<file path="config.mk">
export PLATFORM = sky130hd
export DESIGN_NAME = aabb_collision_resolve_unit
export DESIGN_NICKNAME = d
export VERILOG_FILES = /design/src/rtl/aabb_pkg.sv /design/src/rtl/aabb_collision_resolve_unit.sv /design/src/rtl/aabb_split.sv
export SDC_FILE = /design/constraint.sdc
export NUM_CORES = 2
export LEC_CHECK = 0
export ABC_AREA = 1
export BUFFER_PORTS_ARGS = -buffer_cell sky130_fd_sc_hd__buf_4
export CORE_ASPECT_RATIO = 0.5
export CORE_UTILIZATION = 63
export DETAILED_ROUTE_END_ITERATION = 10
export PLACE_DENSITY = 0.85
export REMOVE_ABC_BUFFERS = 1
export SKIP_CTS_REPAIR_TIMING = 1
export SYNTH_ARGS = -nofsm -noshare
export SYNTH_HDL_FRONTEND = slang
export SYNTH_SLANG_ARGS = --single-unit
</file>
<file path="constraint.sdc">
create_clock -name clk -period 11.1 [get_ports clk]
set_input_delay 2.22 -clock clk [delete_from_list [all_inputs] [get_ports clk]]
set_output_delay 2.22 -clock clk [all_outputs]
set_load 0.01 [all_outputs]
</file>
<file path="src/rtl/aabb_pkg.sv">
// Shared constants for the box collision resolve unit.
`timescale 1ns / 1ps

package aabb_pkg;

    localparam int PUSH_BITS = 16;
    localparam int DIR_BITS  = 3;

    typedef logic [DIR_BITS-1:0] dir_code_t;

    localparam dir_code_t DIR_NONE    = 3'd0;
    localparam dir_code_t DIR_PLUS_X  = 3'd1;
    localparam dir_code_t DIR_MINUS_X = 3'd2;
    localparam dir_code_t DIR_PLUS_Y  = 3'd3;
    localparam dir_code_t DIR_MINUS_Y = 3'd4;

endpackage

</file>
<file path="src/rtl/aabb_collision_resolve_unit.sv">
// Top level of the box collision resolve unit: a four-stage pipeline.
`timescale 1ns / 1ps
// An accepted transaction passes the stage 1, stage 2 and stage 3 registers, then the output register, to out_valid.
// Throughput: one transaction per cycle; each stage holds only while the one after it is full.
// The last stage is the output register; a waiting result stalls earlier stages only once
// every stage behind it is full, so bubbles still close up.
// Reset: rst_n clears all stage valid bits asynchronously; payload registers keep no reset.

module aabb_collision_resolve_unit #(
    parameter int COORD_BITS = 24,
    parameter int FRAC_BITS  = 8
) (
    input  logic                                 clk,
    input  logic                                 rst_n,
    input  logic                                 in_valid,
    output logic                                 in_ready,
    input  logic signed [COORD_BITS-1:0]         this_center_x,
    input  logic signed [COORD_BITS-1:0]         this_center_y,
    input  logic        [COORD_BITS-2:0]         this_half_w,
    input  logic        [COORD_BITS-2:0]         this_half_h,
    input  logic signed [COORD_BITS-1:0]         other_center_x,
    input  logic signed [COORD_BITS-1:0]         other_center_y,
    input  logic        [COORD_BITS-2:0]         other_half_w,
    input  logic        [COORD_BITS-2:0]         other_half_h,
    input  logic signed [aabb_pkg::PUSH_BITS-1:0] push_weight,
    output logic                                 out_valid,
    input  logic                                 out_ready,
    output logic                                 hit,
    output logic signed [COORD_BITS+1:0]         this_move_x,
    output logic signed [COORD_BITS+1:0]         this_move_y,
    output logic signed [COORD_BITS+1:0]         other_move_x,
    output logic signed [COORD_BITS+1:0]         other_move_y,
    output aabb_pkg::dir_code_t                  direction_code
);

    localparam int DW = COORD_BITS + 1;   // center delta width
    localparam int MW = COORD_BITS + 2;   // overlap and move width
    localparam int WP = FRAC_BITS + 1;    // clamped weight width, holds 1.0
    localparam int PE = aabb_pkg::PUSH_BITS + 2;

    localparam logic [WP-1:0] ONE_Q     = WP'(1) << FRAC_BITS;
    localparam logic [PE-1:0] ONE_WIDE  = PE'(1) << FRAC_BITS;

    // Each stage advances when it is empty or the stage after it moves.
    logic v1_reg, v2_reg, v3_reg, v4_reg;
    logic adv1, adv2, adv3, adv4;

    assign adv4     = !v4_reg || out_ready;
    assign adv3     = !v3_reg || adv4;
    assign adv2     = !v2_reg || adv3;
    assign adv1     = !v1_reg || adv2;
    assign in_ready = adv1;
    assign out_valid = v4_reg;

    always_ff @(posedge clk or negedge rst_n)
    begin
        if (!rst_n)
        begin
            v1_reg <= 1'b0;
            v2_reg <= 1'b0;
            v3_reg <= 1'b0;
            v4_reg <= 1'b0;
        end
        else
        begin
            if (adv1)
            begin
                v1_reg <= in_valid;
            end
            if (adv2)
            begin
                v2_reg <= v1_reg;
            end
            if (adv3)
            begin
                v3_reg <= v2_reg;
            end
            if (adv4)
            begin
                v4_reg <= v3_reg;
            end
        end
    end

    // Stage 1: center deltas, summed half sizes and the clamped push weight.
    logic signed [DW-1:0]         dx_next, dy_next, dx_reg, dy_reg;
    logic [COORD_BITS-1:0]        sum_w_next, sum_h_next, sum_w_reg, sum_h_reg;
    logic signed [PE-1:0]         push_wide;
    logic [WP-1:0]                p1_next, k1_next, p1_reg, k1_reg;

    assign dx_next = DW'(other_center_x) - DW'(this_center_x);
    assign dy_next = DW'(other_center_y) - DW'(this_center_y);
    assign sum_w_next = COORD_BITS'(this_half_w) + COORD_BITS'(other_half_w);
    assign sum_h_next = COORD_BITS'(this_half_h) + COORD_BITS'(other_half_h);
    assign push_wide  = PE'(push_weight);

    always_comb
    begin
        if (push_wide < 0)
        begin
            p1_next = '0;
        end
        else if (push_wide > $signed(ONE_WIDE))
        begin
            p1_next = ONE_Q;
        end
        else
        begin
            p1_next = push_wide[WP-1:0];
        end
        k1_next = ONE_Q - p1_next;
    end

    always_ff @(posedge clk)
    begin
        if (adv1)
        begin
            dx_reg    <= dx_next;
            dy_reg    <= dy_next;
            sum_w_reg <= sum_w_next;
            sum_h_reg <= sum_h_next;
            p1_reg    <= p1_next;
            k1_reg    <= k1_next;
        end
    end

    // Stage 2: overlap value per axis, |d| minus the summed half sizes.
    // It is negative when the boxes intersect along that axis.
    logic signed [MW-1:0] dx_ext, dy_ext, abs_dx, abs_dy;
    logic signed [MW-1:0] ix_next, iy_next, ix_reg, iy_reg;
    logic                 dx_pos_reg, dy_pos_reg;
    logic [WP-1:0]        p2_reg, k2_reg;

    assign dx_ext  = MW'(dx_reg);
    assign dy_ext  = MW'(dy_reg);
    assign abs_dx  = dx_reg[DW-1] ? -dx_ext : dx_ext;
    assign abs_dy  = dy_reg[DW-1] ? -dy_ext : dy_ext;
    assign ix_next = abs_dx - $signed(MW'(sum_w_reg));
    assign iy_next = abs_dy - $signed(MW'(sum_h_reg));

    always_ff @(posedge clk)
    begin
        if (adv2)
        begin
            ix_reg     <= ix_next;
            iy_reg     <= iy_next;
            // A zero delta counts as the minus side.
            dx_pos_reg <= !dx_reg[DW-1] && (dx_reg != '0);
            dy_pos_reg <= !dy_reg[DW-1] && (dy_reg != '0);
            p2_reg     <= p1_reg;
            k2_reg     <= k1_reg;
        end
    end

    // Stage 3: hit test, axis choice (ties go to y) and the signed overlap.
    logic                 hit_next, axis_y_next;
    logic signed [MW-1:0] ovl_next;
    aabb_pkg::dir_code_t  dir_next;
    logic                 hit3_reg, axis_y_reg;
    logic signed [MW-1:0] ovl_reg;
    aabb_pkg::dir_code_t  dir3_reg;
    logic [WP-1:0]        p3_reg, k3_reg;

    always_comb
    begin
        hit_next    = ix_reg[MW-1] && iy_reg[MW-1];
        axis_y_next = !(ix_reg > iy_reg);
        if (axis_y_next)
        begin
            ovl_next = dy_pos_reg ? iy_reg : -iy_reg;
            dir_next = dy_pos_reg ? aabb_pkg::DIR_PLUS_Y : aabb_pkg::DIR_MINUS_Y;
        end
        else
        begin
            ovl_next = dx_pos_reg ? ix_reg : -ix_reg;
            dir_next = dx_pos_reg ? aabb_pkg::DIR_PLUS_X : aabb_pkg::DIR_MINUS_X;
        end
        if (!hit_next)
        begin
            dir_next = aabb_pkg::DIR_NONE;
        end
    end

    always_ff @(posedge clk)
    begin
        if (adv3)
        begin
            hit3_reg   <= hit_next;
            axis_y_reg <= axis_y_next;
            ovl_reg    <= ovl_next;
            dir3_reg   <= dir_next;
            p3_reg     <= p2_reg;
            k3_reg     <= k2_reg;
        end
    end

    // Stage 4: the two scaling multiplies feed the output register.
    logic signed [MW-1:0] this_mv, other_mv;

    aabb_split #(
        .COORD_BITS (COORD_BITS),
        .FRAC_BITS  (FRAC_BITS)
    ) u_split (
        .overlap    (ovl_reg),
        .keep       (k3_reg),
        .push       (p3_reg),
        .this_move  (this_mv),
        .other_move (other_mv)
    );

    logic                 hit_reg;
    logic signed [MW-1:0] tmx_reg, tmy_reg, omx_reg, omy_reg;
    aabb_pkg::dir_code_t  dir_reg;

    always_ff @(posedge clk)
    begin
        if (adv4)
        begin
            hit_reg <= hit3_reg;
            dir_reg <= dir3_reg;
            // Only the chosen axis moves, and only on a hit.
            tmx_reg <= (hit3_reg && !axis_y_reg) ? this_mv  : '0;
            omx_reg <= (hit3_reg && !axis_y_reg) ? other_mv : '0;
            tmy_reg <= (hit3_reg && axis_y_reg)  ? this_mv  : '0;
            omy_reg <= (hit3_reg && axis_y_reg)  ? other_mv : '0;
        end
    end

    assign hit            = hit_reg;
    assign this_move_x    = tmx_reg;
    assign this_move_y    = tmy_reg;
    assign other_move_x   = omx_reg;
    assign other_move_y   = omy_reg;
    assign direction_code = dir_reg;

endmodule

</file>
<file path="src/rtl/aabb_split.sv">
// Overlap split: scales the signed overlap by the keep and push shares.
`timescale 1ns / 1ps

module aabb_split #(
    parameter int COORD_BITS = 24,
    parameter int FRAC_BITS  = 8
) (
    input  logic signed [COORD_BITS+1:0] overlap,
    input  logic        [FRAC_BITS:0]    keep,
    input  logic        [FRAC_BITS:0]    push,
    output logic signed [COORD_BITS+1:0] this_move,
    output logic signed [COORD_BITS+1:0] other_move
);

    localparam int MW = COORD_BITS + 2;
    localparam int PW = COORD_BITS + FRAC_BITS + 4;

    logic signed [PW-1:0] ovl_ext;
    logic signed [PW-1:0] neg_ext;
    logic signed [PW-1:0] keep_ext;
    logic signed [PW-1:0] push_ext;
    logic signed [PW-1:0] prod_keep;
    logic signed [PW-1:0] prod_push;

    // The overlap magnitude stays below 2^COORD_BITS, so its negation fits.
    assign ovl_ext  = PW'(overlap);
    assign neg_ext  = -ovl_ext;
    assign keep_ext = $signed(PW'(keep));
    assign push_ext = $signed(PW'(push));

    assign prod_keep = ovl_ext * keep_ext;
    assign prod_push = neg_ext * push_ext;

    // Dropping the low fraction bits of a two's complement product floors it.
    assign this_move  = prod_keep[FRAC_BITS +: MW];
    assign other_move = prod_push[FRAC_BITS +: MW];

endmodule

</file>
Yosys cells after proc, flatten, opt, wreduce, memory -nomap -nowiden
Cells that the tools add are included.

Reduce and logical (&&, ||, !) cells: 19. Add/subtract/negate cells: 12. Multiply operators: 2. Muxes and demuxes: 10. $lt $le $gt $ge: 3.

Operators with widths (number): $mux 26 (5); $neg 25->26 (2); $neg 26->26 (2); $sub 26x25->26 (2); $reduce_bool 25->1 (2); $sub 24x24->25 (2); $add 23x23->24 (2); $mul 36x10->34 (1); $neg 26->36 (1); $mul 26x10->34 (1); $gt 26x26->1 (1); $mux 9 (2); $gt 16x10->1 const B (1); $lt 16x1->1 const B (1); $sub 9x9->9 const A (1); $logic_not 1->1 (8); $mux 3 (2); $logic_and 1x1->1 (5); $logic_or 1x1->1 (4); $mux 2 (1).

Output and inout port bits: 110. Word-level logic and storage cells: 74. Flip-flop bits (word level): 349.

Logic depth before layout (Yosys ltp)
Depth in word-level cells: 5. Gate-level depth with buffers: 38. Depth with buffers taken out: 37.

Modules after synthesis
From an unflattened synthesis, not the netlist that was laid out.

Cells, all modules: 4882. Area, all modules: 39486.6 um^2.

Modules (own cells, without submodules): aabb_collision_resolve_unit (area an instance 22489.1 um^2, times used 1, cells each 2542); aabb_split (area an instance 16997.6 um^2, times used 1, cells each 2340).

Worst setup path before layout
OpenSTA, ideal clock, no wires.

Path kind: input-to-output. From: input port out_ready. To: output port in_ready. Slack: 0.673 ns. Path buffers: 0. Arrival: 8.207 ns. Data required time: 8.880 ns. Stages on the path: 6. Cells stage by stage: nor2_1 inv_1 nor2_1 inv_1 nor2_1 nand2_1.

Longest elaborated chain between the ends: 4.

Ends and longest elaborated chain: start, declared (line aabb_collision_resolve_unit.sv:27) `input logic out_ready,`; $logic_or 1x1->1 (line aabb_collision_resolve_unit.sv:48) `assign adv4 = !v4_reg || out_ready;`; net adv4 (line aabb_collision_resolve_unit.sv:46) `logic adv1, adv2, adv3, adv4;`; $logic_or 1x1->1 (line aabb_collision_resolve_unit.sv:49) `assign adv3 = !v3_reg || adv4;`; net adv3 (line aabb_collision_resolve_unit.sv:46); $logic_or 1x1->1 (line aabb_collision_resolve_unit.sv:50) `assign adv2 = !v2_reg || adv3;`; $logic_or 1x1->1 (line aabb_collision_resolve_unit.sv:51) `assign adv1 = !v1_reg || adv2;`; end, declared (line aabb_collision_resolve_unit.sv:16) `output logic in_ready,`.

The timed path passes the listed nets, and every way through them passes these cells.

Final worst setup path
From: register ovl_reg[0]. To: register omy_reg[25], in the netlist other_move_y[25] (data pin).

Longest elaborated chain between the ends: 2.

Ends and longest elaborated chain: start, declared (line aabb_collision_resolve_unit.sv:160) `logic signed [MW-1:0] ovl_reg;`; start signal, assigned (line aabb_collision_resolve_unit.sv:190) `ovl_reg <= ovl_next;`; $neg 26->36 (line aabb_split.sv:27) `assign neg_ext = -ovl_ext;`; $mul 36x10->34 (line aabb_split.sv:32) `assign prod_push = neg_ext * push_ext;`; end signal, assigned (line aabb_collision_resolve_unit.sv:225) `omy_reg <= (hit3_reg && axis_y_reg) ? other_mv : '0;`; end, declared (line aabb_collision_resolve_unit.sv:212) `logic signed [MW-1:0] tmx_reg, tmy_reg, omx_reg, omy_reg;`.

Every way passes these cells. A chain may end at the register's enable or synchronous reset.

==> reports/metrics.cfg <==
[outcome]
status = complete, no violations

[critical_path]
critical-path-max-stage-delay_ns = 0.68
critPathLaunchType = flop
critPathArrivalTime_ns = 7.77
rr_startpoint = ovl_reg[0]$_DFFE_PP_
rrSetupSlack_ns = 3.58
slowest_stage = edfxtp_1
crit_top_cell = inv_1
crit_fanout = 18
critPathCaptureType = flop
r2r_cells = 34
crit_type = reg2reg
critical_path_required_ns = 11.35
r2r_end = other_move_y[25]$_SDFFCE_PN0P_

[synthesis]
post_synth.cell_area_avg_um2 = 8.48
synth_area_mm2 = 0.0377
syn_inst = 4443
synth.top_cell.area_share_pct = 27.3
yosys.area.top_type = edfxtp_1
synth_edf_count = 342
ys_types = 61
synth_area_leaders = edfxtp_1, fa_1, ha_1
ys.flop_type = edfxtp_1
ys_warn_count = 0
synth_seq_area_share_pct = 27.5
async_reset_ff_share_pct = 1.16
synth_seq_cells = 346

[drt]
ant_nets = 0
wl_met3_mm = 7.39
vias = 30600
route.detailed.drc = 0
postRouteWirelength_mm = 90.7
vias_per_cell = 5.56
wl_met2_mm = 43.5
drtIter0Drc = 2460
first_pass_iters = 6
highest_layer = met5
wl_met1_mm = 37.4
wl_per_cell_um = 16.5

[layout]
diodes = 0
final_area_mm2 = 0.0419
finalNetCount = 5611
multiInputGateArea_mm2 = 0.0233
area_growth_syn_to_layout_pct = 11.2
fillers = 4369
seqCellArea_mm2 = 0.0104
drive_gt1_share_pct = 9.55

[worst_hold_path]
hold_depth = 0
hold_path_class = reg2reg
min_from = p1_reg[4]$_DFFE_PP_
min_to = p2_reg[4]$_DFFE_PP_

[timing]
rsz0062_at_grt = no
fin_tns_setup_ns = 0
slew_headroom_pct = 18.3
setup_viol = 0
hold_viol = 0
fin_skew_ns = 0.0289
min_period_over_period_pct = 67.7
tightestPinTransition_ns = 1.22
max_freq_mhz = 133
fin_crit_ns = 7.52
final_max_slew_viol_count = 0

[floorplan]
io_pins = 318
core_mm2 = 0.0582
die_x_um = 348
initial_core_util_pct = 64.7
die_area_mm2 = 0.0608
std_cell_rows = 62
dieHeight_um = 175

[clock_tree]
clkTransAtPathRegs_ns = 0.09
cts_buffer_depth = 3
root_buffer = clkbuf_16
clock-sinks = 346
cts_tree = built
clock_latency_ns = 0.56
cts_made_buffers = 34
h-tree-depth = 2

[grt]
grt_usage_pct = 30.4
grt_pass1_wl_mm = 150
grt_max_degree = 72
antenna_found_initial = 1
grt.overflow.total = 0
grt_pass1_vias = 31000

[flow_run]
maxCapViolCount = 0

[place]
place.gp.congestion = 0.961
hpwlAfterDp_mm = 73.3
port-buffer-count = 317
dpl_cell_area_mm2 = 0.0407

-- cell type report --
| class | instances | area share (%) |
|---|---|---|
| inverter | 945 | 8.48 |
| clock buffer | 36 | 2.05 |
| tap | 768 | 2.29 |
| sequential | 346 | 24.8 |
| clock inverter | 25 | 0.717 |
| timing repair buffer | 335 | 6.00 |
| multi-input combinational | 3047 | 55.7 |
-- layout by cell type (no fill, tap or decap), types with 16 or more instances in the layout --
cell         n
o21ai_0    163
clkbuf_16   34
edfxtp_1   342
o21bai_1    19
nand3_1     93
xnor2_1    118
or2_2       16
nor2_1     455
nand2_1    825
nor4_1      21
a21oi_1    246
a31oi_1     20
inv_1      927
buf_4      335
nor3_1      45
nand4_1     34
fa_1       379
ha_1       315
xor2_1     163
-- metrics by stage --
step	hold WS [ns]	utilization [%]	setup slack, ns	instances
final	0.411	72.0	3.58	5502
after global routing	0.422	72.0	2.90	5502
after CTS	0.418	72.0	3.71	5502
after detailed placement	0.405	70.0	3.78	5441
after global placement	0.400	70.0	3.93	5441
after floorplan	0.400	-	0.673	4338
-- logic make-up after synthesis --
logic type,synth area share [%]
AOI/OAI and AO/OA,7.81
xor gates and xnor gates,6.54
adders and majority gates,30.6
buffers and inverters,10.5
DFF,27.5
and+or+nand+nor,17.0
-- synthesized netlist by cell type (5+ instances only) --
cell	n
a211oi_1	5
a21o_1	9
a21oi_1	246
a221oi_1	6
a31oi_1	20
buf_1	7
clkbuf_1	90
edfxtp_1	342
fa_1	379
ha_1	315
inv_1	930
inv_2	10
nand2_1	828
nand2_2	5
nand2_4	5
nand3_1	93
nand3b_1	11
nand4_1	34
nor2_1	455
nor3_1	45
nor4_1	21
o211ai_1	6
o21a_1	9
o21ai_0	163
o21ai_1	11
o21bai_1	19
o221ai_1	6
o31ai_1	9
or2_2	16
xnor2_1	118
xor2_1	163
-- how the worst max path moves through the flow --
stage                          from                        endpoint  slack, ns  cells after the start
3_3_place_gp   ovl_reg[0]$_DFFE_PP_  other_move_y[25]$_SDFFCE_PN0P_       3.93                     34
5_1_grt        ovl_reg[0]$_DFFE_PP_  other_move_y[25]$_SDFFCE_PN0P_       2.90                     34
2_1_floorplan             out_ready                        in_ready       0.67                      6
3_5_place_dp   ovl_reg[0]$_DFFE_PP_  other_move_y[25]$_SDFFCE_PN0P_       3.78                     34
6_report       ovl_reg[0]$_DFFE_PP_  other_move_y[25]$_SDFFCE_PN0P_       3.58                     34
4_1_cts        ovl_reg[0]$_DFFE_PP_  other_move_y[25]$_SDFFCE_PN0P_       3.71                     34
-- metal layers --
layer | global-route usage [%] | vias to the layer above
met1 | 40.3 | 14800
met4 | 8.35 | 2
met3 | 5.30 | 189
li1 | - | 14500
met5 | 0 | -
met2 | 51.6 | 1115
-- critical path: cells and delay by family (launching register included) --
kind                       cells  cell delay (ns)
DFF                            1             0.68
and+or+nand+nor               13             1.76
AOI/OAI and AO/OA              5             0.97
buffers and inverters          9             0.78
adders and majority gates      7             3.03
Power is not shown: default switching activity piles up to over one toggle a cycle in this logic, so the estimate is an artifact.
